--- src/rtl/core/kth_permutation_unrank_unit_macros.svh ---
// Assertion macros for the permutation unrank unit.
// Used by modules that check their own internal behavior; needs clk and rst in scope.
`ifndef KTH_PERMUTATION_UNRANK_UNIT_MACROS_SVH
`define KTH_PERMUTATION_UNRANK_UNIT_MACROS_SVH

// Checked property, switched off while reset is high.
`define KPU_ASSERT(label, prop, msg) \
  label: assert property (@(posedge clk) disable iff (rst) prop) else $error(msg);

// Checked property that also holds during reset.
`define KPU_ASSERT_ALWAYS(label, prop, msg) \
  label: assert property (@(posedge clk) prop) else $error(msg);

`endif

--- src/rtl/core/kpu_pkg.sv ---
// Shared constants for the permutation unrank unit.
// No dependencies; used by every module of the block.
`default_nettype none
package kpu_pkg;

  // Fixed field widths.
  localparam int RANK_W  = 45;
  localparam int COUNT_W = 5;
  localparam int FIELD_W = 4;
  localparam int FACT_W  = 64;

  localparam int MAX_ELEMENTS_DEFAULT = 16;
  localparam int COUNT_RESET          = 16;

  // Factorials 0! through 20!.
  localparam logic [FACT_W-1:0] FACT_TABLE [0:20] = '{
    64'd1, 64'd1, 64'd2, 64'd6, 64'd24, 64'd120, 64'd720, 64'd5040, 64'd40320,
    64'd362880, 64'd3628800, 64'd39916800, 64'd479001600, 64'd6227020800,
    64'd87178291200, 64'd1307674368000, 64'd20922789888000,
    64'd355687428096000, 64'd6402373705728000, 64'd121645100408832000,
    64'd2432902008176640000
  };

endpackage
`default_nettype wire

--- src/rtl/core/kpu_front.sv ---
// Input register and range check stage of the permutation unrank unit.
// Depends on kpu_pkg for widths and the factorial table.
`default_nettype none
module kpu_front (
  input  wire logic                         clk,
  input  wire logic                         rst,
  input  wire logic                         advance,
  input  wire logic                         in_valid,
  input  wire logic [kpu_pkg::RANK_W-1:0]   in_rank,
  input  wire logic [kpu_pkg::COUNT_W-1:0]  in_count,
  output logic                              out_valid,
  output logic                              out_err,
  output logic [kpu_pkg::RANK_W-1:0]        out_rem,
  output logic [kpu_pkg::COUNT_W-1:0]       out_count
);

  logic                         a_valid;
  logic [kpu_pkg::RANK_W-1:0]   a_rank;
  logic [kpu_pkg::COUNT_W-1:0]  a_count;
  logic                         err_next;
  logic [kpu_pkg::FACT_W-1:0]   rank_wide;

  // A rank of zero or above n! is out of range.
  always_comb begin
    rank_wide = {{(kpu_pkg::FACT_W-kpu_pkg::RANK_W){1'b0}}, a_rank};
    err_next  = (a_rank == '0) || (rank_wide > kpu_pkg::FACT_TABLE[a_count]);
  end

  // Two register stages: capture, then check and form the zero-based rank.
  always_ff @(posedge clk) begin
    if (rst) begin
      a_valid   <= 1'b0;
      out_valid <= 1'b0;
    end else if (advance) begin
      a_valid   <= in_valid;
      out_valid <= a_valid;
    end
    if (advance) begin
      a_rank    <= in_rank;
      a_count   <= in_count;
      out_err   <= err_next;
      out_rem   <= err_next ? '0 : a_rank - kpu_pkg::RANK_W'(1);
      out_count <= a_count;
    end
  end

endmodule
`default_nettype wire

--- src/rtl/core/kpu_digit_stage.sv ---
// One factorial digit stage: divides the remainder by (LEN-1)! for a fixed LEN.
// Depends on kpu_pkg for widths and the factorial table.
`default_nettype none
module kpu_digit_stage #(
  parameter int MAX_ELEMENTS = kpu_pkg::MAX_ELEMENTS_DEFAULT,
  parameter int LEN          = 1,
  parameter int DIGIT_W      = $clog2(MAX_ELEMENTS)
) (
  input  wire logic                              clk,
  input  wire logic                              rst,
  input  wire logic                              advance,
  input  wire logic                              in_valid,
  input  wire logic                              in_err,
  input  wire logic [kpu_pkg::RANK_W-1:0]        in_rem,
  input  wire logic [kpu_pkg::COUNT_W-1:0]       in_count,
  input  wire logic [MAX_ELEMENTS*DIGIT_W-1:0]   in_digits,
  output logic                                   out_valid,
  output logic                                   out_err,
  output logic [kpu_pkg::RANK_W-1:0]             out_rem,
  output logic [kpu_pkg::COUNT_W-1:0]            out_count,
  output logic [MAX_ELEMENTS*DIGIT_W-1:0]        out_digits
);

  localparam logic [kpu_pkg::FACT_W-1:0] STEP = kpu_pkg::FACT_TABLE[LEN-1];

  logic [kpu_pkg::FACT_W-1:0]         rem_wide;
  logic [kpu_pkg::FACT_W-1:0]         sub;
  logic [DIGIT_W-1:0]                 digit;
  logic [MAX_ELEMENTS*DIGIT_W-1:0]    digits_next;

  // The remainder is below LEN!, so the digit is the number of multiples
  // of (LEN-1)! that it reaches; all compares run side by side.
  always_comb begin
    rem_wide = {{(kpu_pkg::FACT_W-kpu_pkg::RANK_W){1'b0}}, in_rem};
    digit    = '0;
    for (int m = 1; m < LEN; m++) begin
      if (rem_wide >= kpu_pkg::FACT_W'(m) * STEP) begin
        digit = digit + DIGIT_W'(1);
      end
    end
    sub = '0;
    for (int m = 1; m < LEN; m++) begin
      if (digit == DIGIT_W'(m)) begin
        sub = kpu_pkg::FACT_W'(m) * STEP;
      end
    end
    digits_next = in_digits;
    digits_next[(LEN-1)*DIGIT_W +: DIGIT_W] = digit;
  end

  always_ff @(posedge clk) begin
    if (rst) begin
      out_valid <= 1'b0;
    end else if (advance) begin
      out_valid <= in_valid;
    end
    if (advance) begin
      out_err    <= in_err;
      out_rem    <= in_rem - sub[kpu_pkg::RANK_W-1:0];
      out_count  <= in_count;
      out_digits <= digits_next;
    end
  end

endmodule
`default_nettype wire

--- src/rtl/core/kpu_emitter.sv ---
// Result sequencer: turns the factorial digits of one rank into positions and elements.
// Depends on kpu_pkg and the assertion macro header.
`default_nettype none
`include "kth_permutation_unrank_unit_macros.svh"
module kpu_emitter #(
  parameter int MAX_ELEMENTS = kpu_pkg::MAX_ELEMENTS_DEFAULT,
  parameter int DIGIT_W      = $clog2(MAX_ELEMENTS)
) (
  input  wire logic                              clk,
  input  wire logic                              rst,
  input  wire logic                              load,
  input  wire logic                              in_err,
  input  wire logic [kpu_pkg::COUNT_W-1:0]       in_count,
  input  wire logic [MAX_ELEMENTS*DIGIT_W-1:0]   in_digits,
  output logic                                   ready,
  output logic                                   out_valid,
  input  wire logic                              out_stall,
  output logic [kpu_pkg::FIELD_W-1:0]            out_position,
  output logic [kpu_pkg::FIELD_W-1:0]            out_element,
  output logic                                   out_last,
  output logic                                   out_error
);

  logic                              busy;
  logic                              err;
  logic [kpu_pkg::COUNT_W-1:0]       count;
  logic [DIGIT_W-1:0]                pos;
  logic [MAX_ELEMENTS*DIGIT_W-1:0]   digits;
  logic [DIGIT_W-1:0]                pool [MAX_ELEMENTS];
  logic [DIGIT_W-1:0]                pool_next [MAX_ELEMENTS];
  logic [kpu_pkg::COUNT_W-1:0]       slot_wide;
  logic [DIGIT_W-1:0]                digit;
  logic                              last_now;
  logic                              fire;

  // The digit for position p sits at slot n-1-p; it indexes the sorted pool.
  always_comb begin
    slot_wide = count - kpu_pkg::COUNT_W'(1) - kpu_pkg::COUNT_W'(pos);
    digit     = digits[slot_wide[DIGIT_W-1:0]*DIGIT_W +: DIGIT_W];
    last_now  = err || (kpu_pkg::COUNT_W'(pos) == count - kpu_pkg::COUNT_W'(1));
    fire      = busy && !out_stall;
    ready     = !busy || (fire && last_now);
    for (int j = 0; j < MAX_ELEMENTS; j++) begin
      if (j < MAX_ELEMENTS - 1 && DIGIT_W'(j) >= digit) begin
        pool_next[j] = pool[j+1];
      end else begin
        pool_next[j] = pool[j];
      end
    end
  end

  // Outputs come straight from the held state, so they hold while stalled.
  assign out_valid    = busy;
  assign out_last     = last_now;
  assign out_error    = err;
  assign out_position = err ? '0 : kpu_pkg::FIELD_W'(pos);
  assign out_element  = err ? '0 : kpu_pkg::FIELD_W'(pool[digit]);

  // Sequencer state: load a new rank, or step past one transaction.
  always_ff @(posedge clk) begin
    if (rst) begin
      busy <= 1'b0;
    end else if (load) begin
      busy <= 1'b1;
    end else if (fire && last_now) begin
      busy <= 1'b0;
    end
    if (load) begin
      err    <= in_err;
      count  <= in_count;
      digits <= in_digits;
      pos    <= '0;
      for (int j = 0; j < MAX_ELEMENTS; j++) begin
        pool[j] <= DIGIT_W'(j);
      end
    end else if (fire && !last_now) begin
      pos  <= pos + DIGIT_W'(1);
      pool <= pool_next;
    end
  end

  `KPU_ASSERT(error_is_last, busy && err |-> last_now, "error result must be the last one")
  `KPU_ASSERT(pos_steps, fire && !last_now |=> busy && pos == $past(pos) + DIGIT_W'(1),
    "position must advance by one after a transaction")
  `KPU_ASSERT(pos_in_range, busy && !err |-> kpu_pkg::COUNT_W'(pos) < count,
    "position beyond element count")
  `KPU_ASSERT_ALWAYS(idle_after_reset, $past(rst) |-> !busy, "sequencer busy after reset")

endmodule
`default_nettype wire

--- src/rtl/core/kth_permutation_unrank_unit.sv ---
// Permutation unrank unit: the first result follows the rank transaction through the
// input register, range check, one digit stage per element and the sequencer.
// A rank gives n results, one per cycle while result_stall is low; the sequencer takes
// the next rank as the last result is taken, and an out-of-range rank gives one result.
// Synchronous reset clears all valid bits and sets the element count to 16, or to MAX_ELEMENTS if smaller.
`default_nettype none
module kth_permutation_unrank_unit #(
  parameter int MAX_ELEMENTS = kpu_pkg::MAX_ELEMENTS_DEFAULT
) (
  input  wire logic                          clk,
  input  wire logic                          rst,
  input  wire logic                          write_enable,
  input  wire logic [kpu_pkg::COUNT_W-1:0]   write_data,
  input  wire logic                          rank_valid,
  output logic                               rank_stall,
  input  wire logic [kpu_pkg::RANK_W-1:0]    rank,
  output logic                               result_valid,
  input  wire logic                          result_stall,
  output logic [kpu_pkg::FIELD_W-1:0]        position,
  output logic [kpu_pkg::FIELD_W-1:0]        element,
  output logic                               last,
  output logic                               error
);

  localparam int DIGIT_W = $clog2(MAX_ELEMENTS);
  localparam int COUNT_INIT = (kpu_pkg::COUNT_RESET > MAX_ELEMENTS) ?
                              MAX_ELEMENTS : kpu_pkg::COUNT_RESET;

  logic [kpu_pkg::COUNT_W-1:0]      elements_in_use;
  logic                             advance;
  logic                             emit_ready;
  logic                             st_valid  [MAX_ELEMENTS+1];
  logic                             st_err    [MAX_ELEMENTS+1];
  logic [kpu_pkg::RANK_W-1:0]       st_rem    [MAX_ELEMENTS+1];
  logic [kpu_pkg::COUNT_W-1:0]      st_count  [MAX_ELEMENTS+1];
  logic [MAX_ELEMENTS*DIGIT_W-1:0]  st_digits [MAX_ELEMENTS+1];

  // Element count register, clamped into 1..MAX_ELEMENTS when written.
  always_ff @(posedge clk) begin
    if (rst) begin
      elements_in_use <= kpu_pkg::COUNT_W'(COUNT_INIT);
    end else if (write_enable) begin
      if (write_data == '0) begin
        elements_in_use <= kpu_pkg::COUNT_W'(1);
      end else if (write_data > kpu_pkg::COUNT_W'(MAX_ELEMENTS)) begin
        elements_in_use <= kpu_pkg::COUNT_W'(MAX_ELEMENTS);
      end else begin
        elements_in_use <= write_data;
      end
    end
  end

  // The whole pipeline moves unless its last stage holds an item the sequencer cannot take.
  assign advance    = !(st_valid[MAX_ELEMENTS] && !emit_ready);
  assign rank_stall = !advance;

  kpu_front u_front (
    .clk       (clk),
    .rst       (rst),
    .advance   (advance),
    .in_valid  (rank_valid),
    .in_rank   (rank),
    .in_count  (elements_in_use),
    .out_valid (st_valid[0]),
    .out_err   (st_err[0]),
    .out_rem   (st_rem[0]),
    .out_count (st_count[0])
  );
  assign st_digits[0] = '0;

  // One digit stage per length, from MAX_ELEMENTS down to one.
  for (genvar i = 0; i < MAX_ELEMENTS; i++) begin : g_digit
    kpu_digit_stage #(
      .MAX_ELEMENTS (MAX_ELEMENTS),
      .LEN          (MAX_ELEMENTS - i),
      .DIGIT_W      (DIGIT_W)
    ) u_stage (
      .clk        (clk),
      .rst        (rst),
      .advance    (advance),
      .in_valid   (st_valid[i]),
      .in_err     (st_err[i]),
      .in_rem     (st_rem[i]),
      .in_count   (st_count[i]),
      .in_digits  (st_digits[i]),
      .out_valid  (st_valid[i+1]),
      .out_err    (st_err[i+1]),
      .out_rem    (st_rem[i+1]),
      .out_count  (st_count[i+1]),
      .out_digits (st_digits[i+1])
    );
  end

  kpu_emitter #(.MAX_ELEMENTS(MAX_ELEMENTS), .DIGIT_W(DIGIT_W)) u_emitter (
    .clk          (clk),
    .rst          (rst),
    .load         (st_valid[MAX_ELEMENTS] && emit_ready),
    .in_err       (st_err[MAX_ELEMENTS]),
    .in_count     (st_count[MAX_ELEMENTS]),
    .in_digits    (st_digits[MAX_ELEMENTS]),
    .ready        (emit_ready),
    .out_valid    (result_valid),
    .out_stall    (result_stall),
    .out_position (position),
    .out_element  (element),
    .out_last     (last),
    .out_error    (error)
  );

endmodule
`default_nettype wire
--- config.mk ---
export PLATFORM = sky130hd
export DESIGN_NAME = kth_permutation_unrank_unit
export DESIGN_NICKNAME = d
export VERILOG_FILES = /design/src/rtl/core/kpu_pkg.sv /design/src/rtl/core/kpu_front.sv /design/src/rtl/core/kpu_digit_stage.sv /design/src/rtl/core/kpu_emitter.sv /design/src/rtl/core/kth_permutation_unrank_unit.sv
export VERILOG_INCLUDE_DIRS = /design/src /design/src/rtl/core
export SDC_FILE = /design/constraint.sdc
export NUM_CORES = 2
export LEC_CHECK = 0
export BUFFER_PORTS_ARGS = -buffer_cell sky130_fd_sc_hd__clkbuf_2
export CAP_MARGIN = 30
export CORE_AREA = 2 2 378 417
export CTS_CLUSTER_DIAMETER = 80
export DETAILED_ROUTE_END_ITERATION = 16
export DIE_AREA = 0 0 380 419
export PLACE_DENSITY = 0.89
export SYNTH_ARGS = -nofsm -noshare
export SYNTH_HDL_FRONTEND = slang
export SYNTH_HIERARCHICAL = 1
export SYNTH_SLANG_ARGS = --single-unit
--- constraint.sdc ---
create_clock -name clk -period 160.2 [get_ports clk]
set_input_delay 32.04 -clock clk [delete_from_list [all_inputs] [get_ports clk]]
set_output_delay 32.04 -clock clk [all_outputs]
set_load 0.03 [all_outputs]
==> impl_results.md <==
* Root Buffer: clkbuf_16
* Fin. Hold Viols at 0
* Share of cells above drive strength 1 at 9.60%
* Reg2Reg Setup Slack at 143,750 ps
* Tmin final at 65,840 ps
* Max Clock Freq at 15.2 MHz
* Initial DRC Count at 6,183
* Antenna viol nets, final at 0
* Initial antenna violation count at 3
* Drt drc at 0
* Final #Nets at 8,317
* Max-slew headroom at 26.0%
* Count of final setup violators at 0
* Die height at 419 microns
* Global-route wire length before repair at 333,000 microns
* Vias per inst at 6.41
* Max Clock Skew at 29.4 ps
* Die area at 159,000 sq um
* Final Routed Wirelength at 209,000 microns
* Ys Warns at 6
* DR pass1 iterations at 7
* Outcome: complete, no violations
* Worst R2R Path Depth at 74
* Most frequent cells in the layout: edfxtp_1, nand2_1, nor2_1
* I/O Pins at 67
* Rows at 152
* TritonCTS clock tree: built
* Global placement routability congestion at 0.974
* Hpwl dp at 147,000 microns
* RSZ-0062 raised after global routing: no
* H-tree depth at 4
* Worst hold path type: flop to flop
* Vias in the first global route at 62,300
* Via count at 64,500
* Final period utilization at 41.1%
* Commonest non-fill, non-tap cell in the layout: edfxtp_1
* Mapped Avg Cell Area at 11.2 sq um
* Startpoint Class: primary input
* Core area at 155,000 sq um
* Critical path fanouts, max at 68
* Setup crit end kind: primary output
* Bufs on Longest Clock Path at 3
* IO buf count at 66
* Cts-stage hold buffer count at 0
* Area grow syn2layout at 7.48%
* Largest net degree at the start of global routing at 189
* Reg2reg start: u_front/out_rem[12]$_SDFFCE_PP0P_
* Global route overflow at 0
* Num Clock Sinks at 1,508
* Total CTS buffers at 147
* Total negative slack at 0 ps
* Instance count of the mapped netlist at 7,916
* Die X at 380 microns
* Resized cells post-CTS at 0
* Worst skew pair latency at 810 ps
* Max-cap violations at 0
* Req. time, crit path at 128,160 ps
* Slew Limit Fails at 0
* Critical Path Sink: rank_stall
* Critical Path Start: result_stall
* Crit Reg-Reg Endpoint: g_digit[0].u_stage/out_rem[43]$_DFFE_PP_
* Drt wl/cell at 20.8 microns
* Setup bufs post-CTS at 0
* Synthesized area at 88,300 sq um
* Fillers at 11,700
* Reg clk slew, reported paths at 60 ps
* WS Path Type: primary input to primary output
* Worst Path Arrival at 33,800 ps
* GRT Overall Usage at 25.7%
* Slew @ Worst Pin at 1100 ps
* Starting Density at 56.9%
[metrics by stage]
stage	worst slack, ps	utilization (%)	area [sq um]	instances	hold WS, ps
5_1_grt	94250	61.2	94900	10100	409
4_1_cts	94350	61.1	94800	10100	404
2_1_floorplan	55380	-	88300	7922	400
6_report	94360	61.2	94900	10100	405
3_5_place_dp	94390	58.1	90100	9797	405
3_3_place_gp	94380	58.0	90000	9789	400
[worst min-delay path by stage]
stage / to / slack [ps] / startpoint / cells past startpoint
after detailed placement: g_digit[0].u_stage/out_count[0]$_DFFE_PP_ / 400 / u_front/out_count[0]$_DFFE_PP_ / 0
after global routing: g_digit[9].u_stage/out_digits[46]$_DFFE_PP_ / 410 / g_digit[8].u_stage/out_digits[46]$_DFFE_PP_ / 0
after floorplan: g_digit[0].u_stage/out_count[0]$_DFFE_PP_ / 400 / u_front/out_count[0]$_DFFE_PP_ / 0
final: g_digit[9].u_stage/out_digits[60]$_DFFE_PP_ / 410 / g_digit[8].u_stage/out_digits[60]$_DFFE_PP_ / 0
after global placement: g_digit[15].u_stage/out_digits[30]$_DFFE_PP_ / 400 / g_digit[14].u_stage/out_digits[30]$_DFFE_PP_ / 0
after CTS: g_digit[15].u_stage/out_digits[36]$_DFFE_PP_ / 400 / g_digit[14].u_stage/out_digits[36]$_DFFE_PP_ / 0
[metal layers]
layer | global-route usage, % | vias to the layer above | wire length (microns)
li1 | - | 29900 | -
met3 | 3.76 | 722 | 13600
met4 | 13.0 | 4 | 10900
met5 | 0 | - | 33
met1 | 30.8 | 30900 | 80200
met2 | 45.1 | 3008 | 104000
[cell type report]
type / count / area [sq um] / share of cell area (%)
sequential: 1508 / 44500 / 46.9
multi-input combinational: 5783 / 41100 / 43.3
clock buffer: 183 / 3910 / 4.12
tap: 2079 / 2600 / 2.74
inverter: 306 / 1150 / 1.21
timing repair buffer: 125 / 868 / 0.915
clock inverter: 82 / 811 / 0.854
antenna: 1 / 2.50 / 0.00264
[registers in the layout, summed over array words and instances, names as in the netlist]
register                    count
elements_in_use                 5
g_digit.u_stage/out_count      80
g_digit.u_stage/out_digits    534
g_digit.u_stage/out_err        16
g_digit.u_stage/out_rem       630
g_digit.u_stage/out_valid      16
u_emitter/count                 5
u_emitter/digits               64
u_emitter/out_error             1
u_emitter/out_valid             1
u_emitter/pool                 49
u_emitter/pos                   4
u_front/a_count                 5
u_front/a_rank                 45
u_front/a_valid                 1
u_front/out_count               5
u_front/out_err                 1
u_front/out_rem                45
u_front/out_valid               1
[worst max-delay path, stage by stage]
cell	delay (ps)
clkbuf_2	100
o21ai_0	490
nand2b_4	820
inv_1	80
clkbuf_2	210
Power is not shown: default switching activity piles up to over one toggle a cycle in this logic, so the estimate is an artifact.
